==> src/design/ucbw_pkg.sv <==
// Shared types and constants of the universal code bit writer.
package ucbw_pkg;

   localparam int CMD_W   = 3;
   localparam int VAL_W   = 32;
   localparam int RLEN_W  = 6;
   localparam int KS_W    = 5;
   localparam int DATA_W  = 44;
   localparam int LEN_W   = 9;
   localparam int FREE_W  = 4;
   localparam int BITS_W  = 9;
   localparam int TOP_W   = 6;

   typedef enum logic [CMD_W-1:0] {
      CMD_RAW    = 3'd0,
      CMD_UNARY  = 3'd1,
      CMD_GAMMA  = 3'd2,
      CMD_DELTA  = 3'd3,
      CMD_ZETA   = 3'd4,
      CMD_NIBBLE = 3'd5,
      CMD_FLUSH  = 3'd6
   } cmd_type;

   typedef enum logic [2:0] {
      ST_IDLE,
      ST_DECODE,
      ST_DIV,
      ST_ZSET,
      ST_EMIT,
      ST_STATUS
   } state_type;

   typedef struct packed {
      logic load;
      logic decode;
      logic div_step;
      logic zeta_set;
      logic emit;
      logic adv_seg;
      logic push_status;
   } ctrl_type;

   typedef struct packed {
      logic dec_err;
      logic dec_zeta;
      logic div_last;
      logic zeta_err;
      logic seg0_empty;
      logic seg1_empty;
      logic out_free;
   } stat_type;

   // position of the highest set bit, zero for a zero word
   function automatic logic [TOP_W-1:0] top_bit(input logic [32:0] w);
      logic [TOP_W-1:0] p;
      p = '0;
      for (int i = 0; i < 33; i++) begin
         if (w[i]) p = TOP_W'(i);
      end
      return p;
   endfunction

endpackage

==> src/design/ucbw_ifs.sv <==
// Channel interfaces: request, response and control register write.
interface ucbw_req_if import ucbw_pkg::*; ();
   logic              valid;
   logic              ready;
   logic [CMD_W-1:0]  command;
   logic [VAL_W-1:0]  value;
   logic [RLEN_W-1:0] raw_length;
   modport source(output valid, command, value, raw_length, input ready);
   modport sink(input valid, command, value, raw_length, output ready);
endinterface

interface ucbw_rsp_if import ucbw_pkg::*; ();
   logic              valid;
   logic              ready;
   logic [7:0]        out_byte;
   logic              byte_valid;
   logic [BITS_W-1:0] code_bits;
   logic              error;
   logic              last;
   modport source(output valid, out_byte, byte_valid, code_bits, error, last, input ready);
   modport sink(input valid, out_byte, byte_valid, code_bits, error, last, output ready);
endinterface

interface ucbw_csr_if import ucbw_pkg::*; ();
   logic            valid;
   logic            ready;
   logic [KS_W-1:0] data;
   modport source(output valid, data, input ready);
   modport sink(input valid, data, output ready);
endinterface

==> src/design/ucbw_ctrl.sv <==
// Sequencer of the code bit writer: decode, divide, emit and status steps.
module ucbw_ctrl import ucbw_pkg::*; (
   input  logic     clock,
   input  logic     reset,
   input  logic     req_valid,
   output logic     req_ready,
   input  stat_type sts,
   output ctrl_type ctl
);

   state_type state_ff, state_in;

   always_ff @(posedge clock) begin
      if (reset) begin
         state_ff <= ST_IDLE;
      end else begin
         state_ff <= state_in;
      end
   end

   always_comb begin
      state_in  = state_ff;
      ctl       = '0;
      req_ready = 1'b0;
      case (state_ff)
         ST_IDLE: begin
            req_ready = 1'b1;
            if (req_valid) begin
               ctl.load = 1'b1;
               state_in = ST_DECODE;
            end
         end
         ST_DECODE: begin
            ctl.decode = 1'b1;
            if (sts.dec_err) state_in = ST_STATUS;
            else if (sts.dec_zeta) state_in = ST_DIV;
            else state_in = ST_EMIT;
         end
         ST_DIV: begin
            ctl.div_step = 1'b1;
            if (sts.div_last) state_in = ST_ZSET;
         end
         ST_ZSET: begin
            ctl.zeta_set = 1'b1;
            state_in = sts.zeta_err ? ST_STATUS : ST_EMIT;
         end
         ST_EMIT: begin
            if (sts.seg0_empty) begin
               if (sts.seg1_empty) state_in = ST_STATUS;
               else ctl.adv_seg = 1'b1;
            end else if (sts.out_free) begin
               ctl.emit = 1'b1;
            end
         end
         ST_STATUS: begin
            if (sts.out_free) begin
               ctl.push_status = 1'b1;
               state_in = ST_IDLE;
            end
         end
         default: state_in = ST_IDLE;
      endcase
   end

endmodule

==> src/design/ucbw_datapath.sv <==
// Code builder, quotient unit, bit packer and output word register.
module ucbw_datapath import ucbw_pkg::*; #(
   parameter int MAX_UNARY   = 255,
   parameter int VALUE_WIDTH = 32
) (
   input  logic              clock,
   input  logic              reset,
   input  ctrl_type          ctl,
   output stat_type          sts,
   input  logic [CMD_W-1:0]  req_command,
   input  logic [VAL_W-1:0]  req_value,
   input  logic [RLEN_W-1:0] req_raw_length,
   input  logic [KS_W-1:0]   zeta_k,
   input  logic              rsp_ready,
   output logic              rsp_valid,
   output logic [7:0]        rsp_out_byte,
   output logic              rsp_byte_valid,
   output logic [BITS_W-1:0] rsp_code_bits,
   output logic              rsp_error,
   output logic              rsp_last
);

   localparam logic [63:0] WIDE_MASK =
      64'hFFFF_FFFF & ~((64'd1 << VALUE_WIDTH) - 64'd1);
   localparam logic [VAL_W-1:0] HIGH_MASK = WIDE_MASK[VAL_W-1:0];
   localparam logic [31:0]      UMAX      = 32'(MAX_UNARY);

   cmd_type             cmd_ff;
   logic [VAL_W-1:0]    value_ff;
   logic [RLEN_W-1:0]   rlen_ff;
   logic [32:0]         y_ff;
   logic [TOP_W-1:0]    m_ff;
   logic                err_ff;
   logic [DATA_W-1:0]   seg0_data_ff, seg1_data_ff;
   logic [LEN_W-1:0]    seg0_len_ff, seg1_len_ff;
   logic [7:0]          partial_ff;
   logic [FREE_W-1:0]   free_ff;
   logic [BITS_W-1:0]   bitcnt_ff;
   logic [4:0]          rem_ff;
   logic [TOP_W-1:0]    dvd_ff;
   logic [2:0]          div_cnt_ff;
   logic                rsp_valid_ff;
   logic [7:0]          out_byte_ff;
   logic                byte_valid_ff;
   logic [BITS_W-1:0]   code_bits_ff;
   logic                error_ff;
   logic                last_ff;

   // decode
   logic [32:0]         y_c;
   logic [TOP_W-1:0]    m_c, z_c, mm_c, tbx_c;
   logic [8:0]          prod_c;
   logic [3:0]          grp_c;
   logic [DATA_W-1:0]   nib_c;
   logic [32:0]         xv_c;
   logic                too_wide_c, dec_err_c;
   logic [KS_W-1:0]     k_c;
   logic [DATA_W-1:0]   d0_c, d1_c;
   logic [LEN_W-1:0]    l0_c, l1_c;

   assign k_c    = (zeta_k == '0) ? KS_W'(1) : zeta_k;
   assign y_c    = {1'b0, value_ff} + 33'd1;
   assign m_c    = top_bit(y_c);
   assign z_c    = m_c + TOP_W'(1);
   assign mm_c   = top_bit({27'd0, z_c});
   assign xv_c   = {1'b0, value_ff};
   assign tbx_c  = top_bit(xv_c);
   // divide by three through multiply by 11 and shift, exact for 0..31
   assign prod_c = 9'(tbx_c) * 9'd11;
   assign grp_c  = prod_c[8:5] + 4'd1;
   assign too_wide_c = (value_ff & HIGH_MASK) != '0;

   always_comb begin
      for (int i = 0; i < 11; i++) begin
         nib_c[4*i +: 4] = {(i == 0), xv_c[3*i +: 3]};
      end
   end

   always_comb begin
      dec_err_c = 1'b0;
      d0_c = '0;
      d1_c = '0;
      l0_c = '0;
      l1_c = '0;
      case (cmd_ff)
         CMD_RAW: begin
            dec_err_c = rlen_ff > RLEN_W'(32);
            d0_c = DATA_W'(value_ff);
            l0_c = LEN_W'(rlen_ff);
         end
         CMD_UNARY: begin
            dec_err_c = too_wide_c || (value_ff > UMAX);
            d0_c = DATA_W'(1);
            l0_c = value_ff[LEN_W-1:0] + LEN_W'(1);
         end
         CMD_GAMMA: begin
            dec_err_c = too_wide_c || (32'(m_c) > UMAX);
            d0_c = DATA_W'(y_c);
            l0_c = LEN_W'({m_c, 1'b0}) + LEN_W'(1);
         end
         CMD_DELTA: begin
            dec_err_c = too_wide_c || (32'(mm_c) > UMAX);
            d0_c = DATA_W'(z_c);
            l0_c = LEN_W'({mm_c, 1'b0}) + LEN_W'(1);
            d1_c = DATA_W'(y_c);
            l1_c = LEN_W'(m_c);
         end
         CMD_ZETA: begin
            dec_err_c = too_wide_c;
         end
         CMD_NIBBLE: begin
            dec_err_c = too_wide_c;
            d0_c = nib_c;
            l0_c = {3'd0, grp_c, 2'b00};
         end
         CMD_FLUSH: begin
            l0_c = (free_ff == FREE_W'(8)) ? '0 : LEN_W'(free_ff);
         end
         default: dec_err_c = 1'b1;
      endcase
   end

   // quotient unit, one bit a step
   logic [5:0] trial_c;
   logic       ge_c;
   logic [5:0] tsub_c;
   assign trial_c = {rem_ff, dvd_ff[TOP_W-1]};
   assign ge_c    = trial_c >= {1'b0, k_c};
   assign tsub_c  = trial_c - {1'b0, k_c};

   // zeta setup
   logic [10:0]       hk_c;
   logic              zeta_err_c;
   logic              same_c;
   logic [LEN_W-1:0]  zl_c;
   logic [32:0]       zd_c;
   assign hk_c       = 11'(dvd_ff) * 11'(k_c);
   assign zeta_err_c = 32'(dvd_ff) > UMAX;
   assign same_c     = hk_c == 11'(m_ff);
   assign zl_c       = same_c ? LEN_W'(hk_c) + LEN_W'(k_c) - LEN_W'(1)
                              : LEN_W'(hk_c) + LEN_W'(k_c);
   assign zd_c       = same_c ? (y_ff & ~(33'd1 << m_ff)) : y_ff;

   // packer
   logic [FREE_W-1:0] n_c, fill_c;
   logic [LEN_W-1:0]  sh_c;
   logic [DATA_W-1:0] shifted_c;
   logic [7:0]        chunk_c, new_part_c;
   logic              full_c, out_free_c;
   assign n_c       = (seg0_len_ff < LEN_W'(free_ff)) ? seg0_len_ff[FREE_W-1:0] : free_ff;
   assign sh_c      = seg0_len_ff - LEN_W'(n_c);
   assign shifted_c = (sh_c >= LEN_W'(DATA_W)) ? '0 : (seg0_data_ff >> sh_c);
   assign chunk_c   = shifted_c[7:0] & ~(8'hFF << n_c);
   assign fill_c    = free_ff - n_c;
   assign new_part_c = partial_ff | (chunk_c << fill_c);
   assign full_c    = fill_c == '0;
   assign out_free_c = !rsp_valid_ff || rsp_ready;

   always_ff @(posedge clock) begin
      if (ctl.load) begin
         cmd_ff   <= cmd_type'(req_command);
         value_ff <= req_value;
         rlen_ff  <= req_raw_length;
      end
      if (ctl.decode) begin
         y_ff         <= y_c;
         m_ff         <= m_c;
         err_ff       <= dec_err_c;
         seg0_data_ff <= d0_c;
         seg0_len_ff  <= l0_c;
         seg1_data_ff <= d1_c;
         seg1_len_ff  <= l1_c;
         dvd_ff       <= m_c;
         rem_ff       <= '0;
      end else if (ctl.div_step) begin
         rem_ff <= ge_c ? tsub_c[4:0] : trial_c[4:0];
         dvd_ff <= {dvd_ff[TOP_W-2:0], ge_c};
      end else if (ctl.zeta_set) begin
         err_ff       <= zeta_err_c;
         seg0_data_ff <= DATA_W'(1);
         seg0_len_ff  <= LEN_W'(dvd_ff) + LEN_W'(1);
         seg1_data_ff <= DATA_W'(zd_c);
         seg1_len_ff  <= zl_c;
      end else if (ctl.adv_seg) begin
         seg0_data_ff <= seg1_data_ff;
         seg0_len_ff  <= seg1_len_ff;
         seg1_len_ff  <= '0;
      end else if (ctl.emit) begin
         seg0_len_ff <= sh_c;
      end
      if (ctl.push_status || (ctl.emit && full_c)) begin
         out_byte_ff   <= ctl.emit ? new_part_c : 8'd0;
         byte_valid_ff <= ctl.emit;
         code_bits_ff  <= (ctl.emit || err_ff) ? '0 : bitcnt_ff;
         error_ff      <= ctl.push_status && err_ff;
         last_ff       <= ctl.push_status;
      end
   end

   always_ff @(posedge clock) begin
      if (reset) begin
         partial_ff   <= '0;
         free_ff      <= FREE_W'(8);
         bitcnt_ff    <= '0;
         div_cnt_ff   <= '0;
         rsp_valid_ff <= 1'b0;
      end else begin
         if (ctl.load) begin
            bitcnt_ff <= '0;
         end else if (ctl.emit) begin
            bitcnt_ff <= bitcnt_ff + BITS_W'(n_c);
         end
         if (ctl.decode) begin
            div_cnt_ff <= '0;
         end else if (ctl.div_step) begin
            div_cnt_ff <= div_cnt_ff + 3'd1;
         end
         if (ctl.emit) begin
            partial_ff <= full_c ? 8'd0 : new_part_c;
            free_ff    <= full_c ? FREE_W'(8) : fill_c;
         end
         if (ctl.push_status || (ctl.emit && full_c)) begin
            rsp_valid_ff <= 1'b1;
         end else if (rsp_ready) begin
            rsp_valid_ff <= 1'b0;
         end
      end
   end

   always_comb begin
      sts.dec_err    = dec_err_c;
      sts.dec_zeta   = cmd_ff == CMD_ZETA;
      sts.div_last   = div_cnt_ff == 3'd5;
      sts.zeta_err   = zeta_err_c;
      sts.seg0_empty = seg0_len_ff == '0;
      sts.seg1_empty = seg1_len_ff == '0;
      sts.out_free   = out_free_c;
   end

   assign rsp_valid      = rsp_valid_ff;
   assign rsp_out_byte   = out_byte_ff;
   assign rsp_byte_valid = byte_valid_ff;
   assign rsp_code_bits  = code_bits_ff;
   assign rsp_error      = error_ff;
   assign rsp_last       = last_ff;

   a_free_range: assert property (@(posedge clock) disable iff (reset)
      free_ff != '0 && free_ff <= FREE_W'(8))
      else $error("free slot count out of range");

   a_partial_clean: assert property (@(posedge clock) disable iff (reset)
      (partial_ff & ~(8'hFF << free_ff)) == 8'd0)
      else $error("bits set in empty slots of partial byte");

   a_no_overwrite: assert property (@(posedge clock) disable iff (reset)
      (ctl.emit || ctl.push_status) |-> out_free_c)
      else $error("output word overwritten while stalled");

   a_word_kind: assert property (@(posedge clock) disable iff (reset)
      rsp_valid_ff |-> (byte_valid_ff != last_ff))
      else $error("output word is neither byte nor status");

endmodule

==> src/design/universal_code_bit_writer_core.sv <==
// Top level of the universal code bit writer: register, sequencer and datapath.
//
// Request channel req_ch carries command, value and raw_length; each command
// appends one code (raw, unary, gamma, delta, zeta, nibble groups) or pads to a
// byte boundary. Response channel rsp_ch returns every completed byte as its
// own word (byte_valid set), then one status word (last set) with the number
// of bits appended and the error flag; rejected commands write nothing.
// csr_ch writes the zeta shrinking factor; it is always ready, reset value 3.
// One command at a time, in order: the accepting step, the decode step, for zeta
// the quotient steps and a setup step, then the emission of chunks of up to eight
// bits (a chunk ends at a byte boundary or at the end of a code field), a step
// to move to the second field of delta and zeta, a step to see the code is done
// and the status step. The packing step, moving one chunk per cycle while the
// receiver does not stall, sets the throughput.
// A single output register holds each word; while the receiver stalls, the
// packer holds, and requests stay blocked until the status enters that register.
// Reset (synchronous) empties the partial byte and drops any pending word.
module universal_code_bit_writer_core import ucbw_pkg::*; #(
   parameter int MAX_UNARY   = 255,
   parameter int VALUE_WIDTH = 32
) (
   input logic clock,
   input logic reset,
   ucbw_req_if.sink   req_ch,
   ucbw_rsp_if.source rsp_ch,
   ucbw_csr_if.sink   csr_ch
);

   ctrl_type        ctl;
   stat_type        sts;
   logic            req_ready;
   logic [KS_W-1:0] zeta_ff;

   always_ff @(posedge clock) begin
      if (reset) begin
         zeta_ff <= KS_W'(3);
      end else if (csr_ch.valid) begin
         zeta_ff <= csr_ch.data;
      end
   end

   assign csr_ch.ready = 1'b1;
   assign req_ch.ready = req_ready;

   ucbw_ctrl u_ctrl (
      .clock     (clock),
      .reset     (reset),
      .req_valid (req_ch.valid),
      .req_ready (req_ready),
      .sts       (sts),
      .ctl       (ctl)
   );

   ucbw_datapath #(
      .MAX_UNARY   (MAX_UNARY),
      .VALUE_WIDTH (VALUE_WIDTH)
   ) u_dp (
      .clock          (clock),
      .reset          (reset),
      .ctl            (ctl),
      .sts            (sts),
      .req_command    (req_ch.command),
      .req_value      (req_ch.value),
      .req_raw_length (req_ch.raw_length),
      .zeta_k         (zeta_ff),
      .rsp_ready      (rsp_ch.ready),
      .rsp_valid      (rsp_ch.valid),
      .rsp_out_byte   (rsp_ch.out_byte),
      .rsp_byte_valid (rsp_ch.byte_valid),
      .rsp_code_bits  (rsp_ch.code_bits),
      .rsp_error      (rsp_ch.error),
      .rsp_last       (rsp_ch.last)
   );

endmodule

==> src/flat_wrapper.sv <==
// flat-port wrapper written by rule: the top's interface ports become plain ports
module universal_code_bit_writer_core_flat import ucbw_pkg::*;
#(
   parameter int MAX_UNARY   = 255,
   parameter int VALUE_WIDTH = 32
)
  (clock, reset, req_ch_valid, req_ch_command, req_ch_value, req_ch_raw_length, req_ch_ready, rsp_ch_valid, rsp_ch_out_byte, rsp_ch_byte_valid, rsp_ch_code_bits, rsp_ch_error, rsp_ch_last, rsp_ch_ready, csr_ch_valid, csr_ch_data, csr_ch_ready);
  ucbw_req_if req_ch_i ();
  ucbw_rsp_if rsp_ch_i ();
  ucbw_csr_if csr_ch_i ();
  input logic clock;
  input logic reset;
  input wire logic [$bits(req_ch_i.valid)-1:0] req_ch_valid;
  input wire logic [$bits(req_ch_i.command)-1:0] req_ch_command;
  input wire logic [$bits(req_ch_i.value)-1:0] req_ch_value;
  input wire logic [$bits(req_ch_i.raw_length)-1:0] req_ch_raw_length;
  output wire logic [$bits(req_ch_i.ready)-1:0] req_ch_ready;
  output wire logic [$bits(rsp_ch_i.valid)-1:0] rsp_ch_valid;
  output wire logic [$bits(rsp_ch_i.out_byte)-1:0] rsp_ch_out_byte;
  output wire logic [$bits(rsp_ch_i.byte_valid)-1:0] rsp_ch_byte_valid;
  output wire logic [$bits(rsp_ch_i.code_bits)-1:0] rsp_ch_code_bits;
  output wire logic [$bits(rsp_ch_i.error)-1:0] rsp_ch_error;
  output wire logic [$bits(rsp_ch_i.last)-1:0] rsp_ch_last;
  input wire logic [$bits(rsp_ch_i.ready)-1:0] rsp_ch_ready;
  input wire logic [$bits(csr_ch_i.valid)-1:0] csr_ch_valid;
  input wire logic [$bits(csr_ch_i.data)-1:0] csr_ch_data;
  output wire logic [$bits(csr_ch_i.ready)-1:0] csr_ch_ready;
  assign req_ch_i.valid = req_ch_valid;
  assign req_ch_i.command = req_ch_command;
  assign req_ch_i.value = req_ch_value;
  assign req_ch_i.raw_length = req_ch_raw_length;
  assign req_ch_ready = req_ch_i.ready;
  assign rsp_ch_valid = rsp_ch_i.valid;
  assign rsp_ch_out_byte = rsp_ch_i.out_byte;
  assign rsp_ch_byte_valid = rsp_ch_i.byte_valid;
  assign rsp_ch_code_bits = rsp_ch_i.code_bits;
  assign rsp_ch_error = rsp_ch_i.error;
  assign rsp_ch_last = rsp_ch_i.last;
  assign rsp_ch_i.ready = rsp_ch_ready;
  assign csr_ch_i.valid = csr_ch_valid;
  assign csr_ch_i.data = csr_ch_data;
  assign csr_ch_ready = csr_ch_i.ready;
  universal_code_bit_writer_core #(.MAX_UNARY(MAX_UNARY), .VALUE_WIDTH(VALUE_WIDTH)) u_core (.clock(clock), .reset(reset), .req_ch(req_ch_i), .rsp_ch(rsp_ch_i), .csr_ch(csr_ch_i));
endmodule
==> config.mk <==
export PLATFORM = sky130hd
export DESIGN_NAME = universal_code_bit_writer_core_flat
export DESIGN_NICKNAME = d
export VERILOG_FILES = /design/src/design/ucbw_pkg.sv /design/src/design/ucbw_ifs.sv /design/src/design/ucbw_ctrl.sv /design/src/design/ucbw_datapath.sv /design/src/design/universal_code_bit_writer_core.sv /design/src/flat_wrapper.sv
export SDC_FILE = /design/constraint.sdc
export NUM_CORES = 1
export LEC_CHECK = 0
export ABC_AREA = 1
export ABC_CLOCK_PERIOD_IN_PS = 6900
export BUFFER_PORTS_ARGS = -buffer_cell sky130_fd_sc_hd__buf_2
export CORE_ASPECT_RATIO = 1.1
export CORE_MARGIN = 2
export CORE_UTILIZATION = 50
export DETAILED_ROUTE_END_ITERATION = 16
export GPL_TIMING_DRIVEN = 0
export PLACE_DENSITY = 0.72
export SKIP_LAST_GASP = 1
export SLEW_MARGIN = 25
export SYNTH_ARGS = -nofsm -noshare
export SYNTH_HDL_FRONTEND = slang
export SYNTH_HIERARCHICAL = 1
export SYNTH_SLANG_ARGS = --single-unit
==> constraint.sdc <==
create_clock -name clock -period 6.9 [get_ports clock]
set_input_delay 2.07 -clock clock [delete_from_list [all_inputs] [get_ports clock]]
set_output_delay 2.07 -clock clock [all_outputs]
set_load 0.01 [all_outputs]
==> report_table.html <==
<table>
<tr><th>Metric</th><th>Value</th></tr>
<tr><th colspan="2">Outcome</th></tr>
<tr><td>Result of the run</td><td>complete, no violations</td></tr>
<tr><th colspan="2">Detailed routing</th></tr>
<tr><td>Routed Antenna Nets</td><td>0</td></tr>
<tr><td>Via count of the routed design</td><td>15500</td></tr>
<tr><td>Number of remaining DRC errors</td><td>0</td></tr>
<tr><td>Detail-routed via count per cell</td><td>~6</td></tr>
<tr><td>Total detailed-routing wirelength</td><td>around 52000 µm</td></tr>
<tr><td>Pre-Repair DR Iteration Count</td><td>8</td></tr>
<tr><td>Number of DRC markers after the initial detailed-route iteration</td><td>1483</td></tr>
<tr><td>Average routed wire per standard cell</td><td>19.6 µm</td></tr>
<tr><th colspan="2">Timing</th></tr>
<tr><td>Max-slew violation count</td><td>0</td></tr>
<tr><td>Hold violation count in the final report</td><td>0</td></tr>
<tr><td>Post-Route Skew</td><td>0.0270 ns</td></tr>
<tr><td>Total setup violations reported at the end of the flow</td><td>0</td></tr>
<tr><td>Maximum operating frequency</td><td>about 160 MHz</td></tr>
<tr><td>Transition time at the pin with the least slew margin</td><td>0.972 ns</td></tr>
<tr><td>Worst hold-check slack</td><td>about 0.46 ns</td></tr>
<tr><td>Max-Slew Margin vs Limit</td><td>about a third</td></tr>
<tr><td>Unrepaired setup endpoints after global routing</td><td>no</td></tr>
<tr><td>Post-route setup TNS</td><td>0 ns</td></tr>
<tr><td>Tcrit/Tclk final</td><td>90.8%</td></tr>
<tr><td>PnR worst setup slack</td><td>approximately 0.63 ns</td></tr>
<tr><td>Final critical-path required period</td><td>6.27 ns</td></tr>
<tr><th colspan="2">Worst setup path</th></tr>
<tr><td>Critical Path Slowest Stage Cell</td><td>nor4_1</td></tr>
<tr><td>Crit-path max cell delay</td><td>0.71 ns</td></tr>
<tr><td>Reg2Reg Depth</td><td>23</td></tr>
<tr><td>Endpoint arrival time on the critical path</td><td>6.51 ns</td></tr>
<tr><td>Buffer and inverter count on the worst path</td><td>6</td></tr>
<tr><td>Top delay family on crit path</td><td>adder cells</td></tr>
<tr><td>Critical path type</td><td>register to register</td></tr>
<tr><td>Critical-path cell list</td><td>clkbuf_1 &gt; nand2_1 &gt; fa_1 &gt; fa_1 &gt; fa_1 &gt; inv_1 &gt; ha_1 &gt; a21oi_1 &gt; inv_1 &gt; a31oi_1 &gt; inv_1 &gt; nand2_1 &gt; nand2_1 &gt; a21oi_1 &gt; xor2_1 &gt; inv_1 &gt; nor4_1 &gt; nand2_1 &gt; nor4_1 &gt; clkbuf_1 &gt; nand3_1 &gt; nand3_1 &gt; o21ai_0</td></tr>
<tr><td>Crit. End Element</td><td>register</td></tr>
<tr><td>CP startpoint kind</td><td>register</td></tr>
<tr><td>Critical Path Stages</td><td>23</td></tr>
<tr><td>Required time worst endpoint</td><td>7.15 ns</td></tr>
<tr><td>Highest fanout seen on the critical path</td><td>10</td></tr>
<tr><th colspan="2">Hold path</th></tr>
<tr><td>Class of the tightest hold or removal check</td><td>register to register</td></tr>
<tr><td>Cell depth of the worst hold path</td><td>2</td></tr>
<tr><th colspan="2">Cells and area</th></tr>
<tr><td>Final cell area excluding filler cells</td><td>0.0183 mm²</td></tr>
<tr><td>Proportion of layout cells with a drive suffix above 1</td><td>9.06%</td></tr>
<tr><td>Filler-free cell count of the finished design</td><td>2656</td></tr>
<tr><td>NumNets Final</td><td>2340</td></tr>
<tr><td>Diodes inserted</td><td>0</td></tr>
<tr><td>Number of filler cells placed in the layout</td><td>3042</td></tr>
<tr><td>Layout overhead on the synthesized area</td><td>11.7%</td></tr>
<tr><th colspan="2">Yosys</th></tr>
<tr><td>Syn Std Cell Area</td><td>roughly 0.016 mm²</td></tr>
<tr><td>Syn Inst Count</td><td>between 2000 and 2500</td></tr>
<tr><td>Cell type contributing the most total cell area after synthesis</td><td>edfxtp_1</td></tr>
<tr><td>Top cells by count, synth</td><td>467 x nand2_1, 286 x inv_1, 197 x edfxtp_1</td></tr>
<tr><td>Primary flip-flop cell chosen by synthesis mapping</td><td>edfxtp_1</td></tr>
<tr><td>Number of storage elements in the synthesis netlist</td><td>235</td></tr>
<tr><td>Average size of a mapped cell</td><td>about 7.8 µm²</td></tr>
<tr><td>Warning count from the yosys run</td><td>6</td></tr>
<tr><td>Sequential share of the synthesized area</td><td>40.7%</td></tr>
<tr><td>Portion of synthesized cell area occupied by the leading cell type</td><td>36.1%</td></tr>
<tr><td>Top post-synthesis cells by area</td><td>edfxtp_1 36%, nand2_1 11%, inv_1 6.6%</td></tr>
<tr><td>Number of synthesized flops with an enable pin</td><td>~200</td></tr>
<tr><td>Number of different library cells in the post-synthesis netlist</td><td>64</td></tr>
<tr><td>Syn_nets</td><td>2231</td></tr>
<tr><td>Top-count cell post-synth</td><td>nand2_1</td></tr>
<tr><td>Share of flip-flops with an asynchronous set or reset after synthesis</td><td>0%</td></tr>
<tr><th colspan="2">Place</th></tr>
<tr><td>Placed Cells</td><td>between 2000 and 3000</td></tr>
<tr><td>RePlAce Congestion</td><td>1.00</td></tr>
<tr><td>Setup Slack @ Placement</td><td>0.388 ns</td></tr>
<tr><td>Sum of net half-perimeters after detailed placement</td><td>about 41000 µm</td></tr>
<tr><td>Placed cell areas</td><td>0.0174 mm²</td></tr>
<tr><td>Number of port buffers</td><td>71</td></tr>
<tr><th colspan="2">Pwr</th></tr>
<tr><td>Maximum resistive drop on vdd</td><td>around 0.26 mV</td></tr>
<tr><td>Power density over the cells</td><td>576 mW/mm²</td></tr>
<tr><td>Leakage power summed over all cells</td><td>7.69 nW</td></tr>
<tr><th colspan="2">Clocking</th></tr>
<tr><td>H-tree depth</td><td>1</td></tr>
<tr><td>Count of buffers added by post-CTS timing repair for setup</td><td>0</td></tr>
<tr><td>Clock-pin slew reported for the worst setup and hold paths after clock tree synthesis</td><td>0.06 ns</td></tr>
<tr><td>Worst-skew pair later-pin latency</td><td>0.55 ns</td></tr>
<tr><td># clock sinks</td><td>235</td></tr>
<tr><td>Clock Tree Buf Depth</td><td>3</td></tr>
<tr><td>Root Driver</td><td>clkbuf_16</td></tr>
<tr><td>Number of buffers inserted during clock tree synthesis</td><td>26</td></tr>
<tr><td>Clock tree from TritonCTS</td><td>built</td></tr>
<tr><th colspan="2">Die</th></tr>
<tr><td>Die footprint</td><td>0.0342 mm²</td></tr>
<tr><td>Die outline height</td><td>194 µm</td></tr>
<tr><td>Core region area</td><td>roughly 0.032 mm²</td></tr>
<tr><td>Std cell rows</td><td>69</td></tr>
<tr><td># IOs</td><td>74</td></tr>
<tr><td>Width of the die</td><td>~180 µm</td></tr>
<tr><td>Initial core utilization</td><td>about half</td></tr>
<tr><th colspan="2">GRT</th></tr>
<tr><td>Antenna violations before repair</td><td>0</td></tr>
<tr><td>Largest net degree at the start of global routing</td><td>26</td></tr>
<tr><td>Leftover overflow at the end of global routing</td><td>0</td></tr>
<tr><td>Vias in the first global route</td><td>14900</td></tr>
<tr><td>Wire length of the first global-routing pass</td><td>81500 µm</td></tr>
<tr><td>All-Layer GR Usage</td><td>30.4%</td></tr>
<tr><th colspan="2">Flow run</th></tr>
<tr><td>Max-capacitance violation count</td><td>0</td></tr>
</table>
==> cell families after synthesis <==
kind of cell / Yosys count / share of synthesized area [%]
simple gates: 938 / 25.4
buf+inv: 401 / 9.42
compound gates: 389 / 14.4
flops: 235 / 40.7
fa+ha+maj: 79 / 6.86
xor+xnor: 50 / 2.72
mux: 7 / 0.428
other cells: 2 / 0.0458
==> layer usage <==
metal	routed length, µm	global-route usage [%]
met4	3440	17.3
met3	3610	3.47
met1	20000	36.7
met2	25000	52.3
met5	0	0
==> final cells by class <==
cell class / instances / area [µm²] / share of cell area, %
sequential: 235 / 6680 / 36.5
clock inverter: 14 / 131 / 0.718
multi-input combinational: 1465 / 8200 / 44.8
inverter: 313 / 1180 / 6.44
buffer: 88 / 365 / 2.00
timing repair buffer: 81 / 493 / 2.69
clock buffer: 34 / 722 / 3.95
tap: 426 / 533 / 2.91
==> power breakdown <==
group          internal, mW  total, mW  leakage [nW]  switching [mW]
logic                  2.02       6.65          5.14            4.63
registers              2.21       2.49          2.14           0.282
clock network         0.813       1.39         0.414           0.580
total                  5.05       10.5          7.69            5.49
==> metrics by stage <==
step | power [mW] | utilization (%)
after floorplan | 7.03 | -
after global placement | 8.83 | 53.5
after detailed placement | 8.99 | 54.0
after CTS | 10.4 | 56.7
after global routing | 11.4 | 56.7
final | 10.5 | 56.7
==> placed cells by master (no fill, tap or decap), types with 10 or more instances in the layout <==
master	n
a21oi_1	83
nand3_1	152
fa_1	18
nand4_1	38
clkinv_1	10
o21ai_1	19
nand2_1	467
nor2_1	167
o211ai_1	17
a22o_1	29
buf_1	15
clkbuf_1	65
xor2_1	38
edfxtp_1	197
a31oi_1	11
clkbuf_16	27
o221ai_1	21
inv_1	286
nor4_1	19
nor3_1	44
buf_2	78
o21ai_0	143
inv_2	20
o22ai_1	19
xnor2_1	11
ha_1	61
dfxtp_1	38
==> worst reg2reg max path, stage by stage (launching register included) <==
cell and delay (ns):
edfxtp_1 0.36, clkbuf_1 0.36, nand2_1 0.15, fa_1 0.52, fa_1 0.53, fa_1 0.56, inv_1 0.04, ha_1 0.34
a21oi_1 0.14, inv_1 0.05, a31oi_1 0.13, inv_1 0.07, nand2_1 0.10, nand2_1 0.07, a21oi_1 0.19, xor2_1 0.23
inv_1 0.10, nor4_1 0.27, nand2_1 0.12, nor4_1 0.71, clkbuf_1 0.38, nand3_1 0.27, nand3_1 0.15, o21ai_0 0.13
==> repair_timing <==
| item | 4_1_cts | 5_1_grt |
|---|---|---|
| setup endpoints to repair | 0 | 6 |
| hold buffers | 0 | 0 |
| gates resized for setup | 0 | 2 |
==> path summary, 6_finish.rpt <==
check	from	to	slack [ns]
setup reg to reg	u_core/u_dp/dvd_ff[0]$_DFFE_PP_	u_core/u_dp/seg1_data_ff[12]$_DFFE_PP_	0.63
hold / removal	u_core/zeta_ff[0]$_SDFFE_PP1P_	u_core/zeta_ff[0]$_SDFFE_PP1P_	0.46
hold reg to reg	u_core/zeta_ff[0]$_SDFFE_PP1P_	u_core/zeta_ff[0]$_SDFFE_PP1P_	0.46
setup / recovery	u_core/u_dp/dvd_ff[0]$_DFFE_PP_	u_core/u_dp/seg1_data_ff[12]$_DFFE_PP_	0.63
==> registers in the layout, summed over array words and instances (netlist names), 3 cells and up <==
register / cells
u_core/zeta_ff: 5
u_core/u_dp/m_ff: 5
u_core/u_dp/seg0_len_ff: 9
u_core/u_dp/partial_ff: 8
u_core/u_dp/rem_ff: 5
u_core/u_dp/rsp_code_bits: 9
u_core/u_dp/seg1_data_ff: 33
u_core/u_dp/seg1_len_ff: 9
u_core/u_dp/bitcnt_ff: 9
u_core/u_dp/div_cnt_ff: 3
u_core/u_dp/rlen_ff: 6
u_core/u_dp/rsp_out_byte: 8
u_core/u_dp/cmd_ff: 3
u_core/u_dp/seg0_data_ff: 40
u_core/u_dp/y_ff: 33
u_core/u_dp/free_ff: 4
u_core/u_dp/value_ff: 32
u_core/u_dp/dvd_ff: 6
u_core/u_ctrl/state_ff: 3
(Power assumes the default switching activity.)
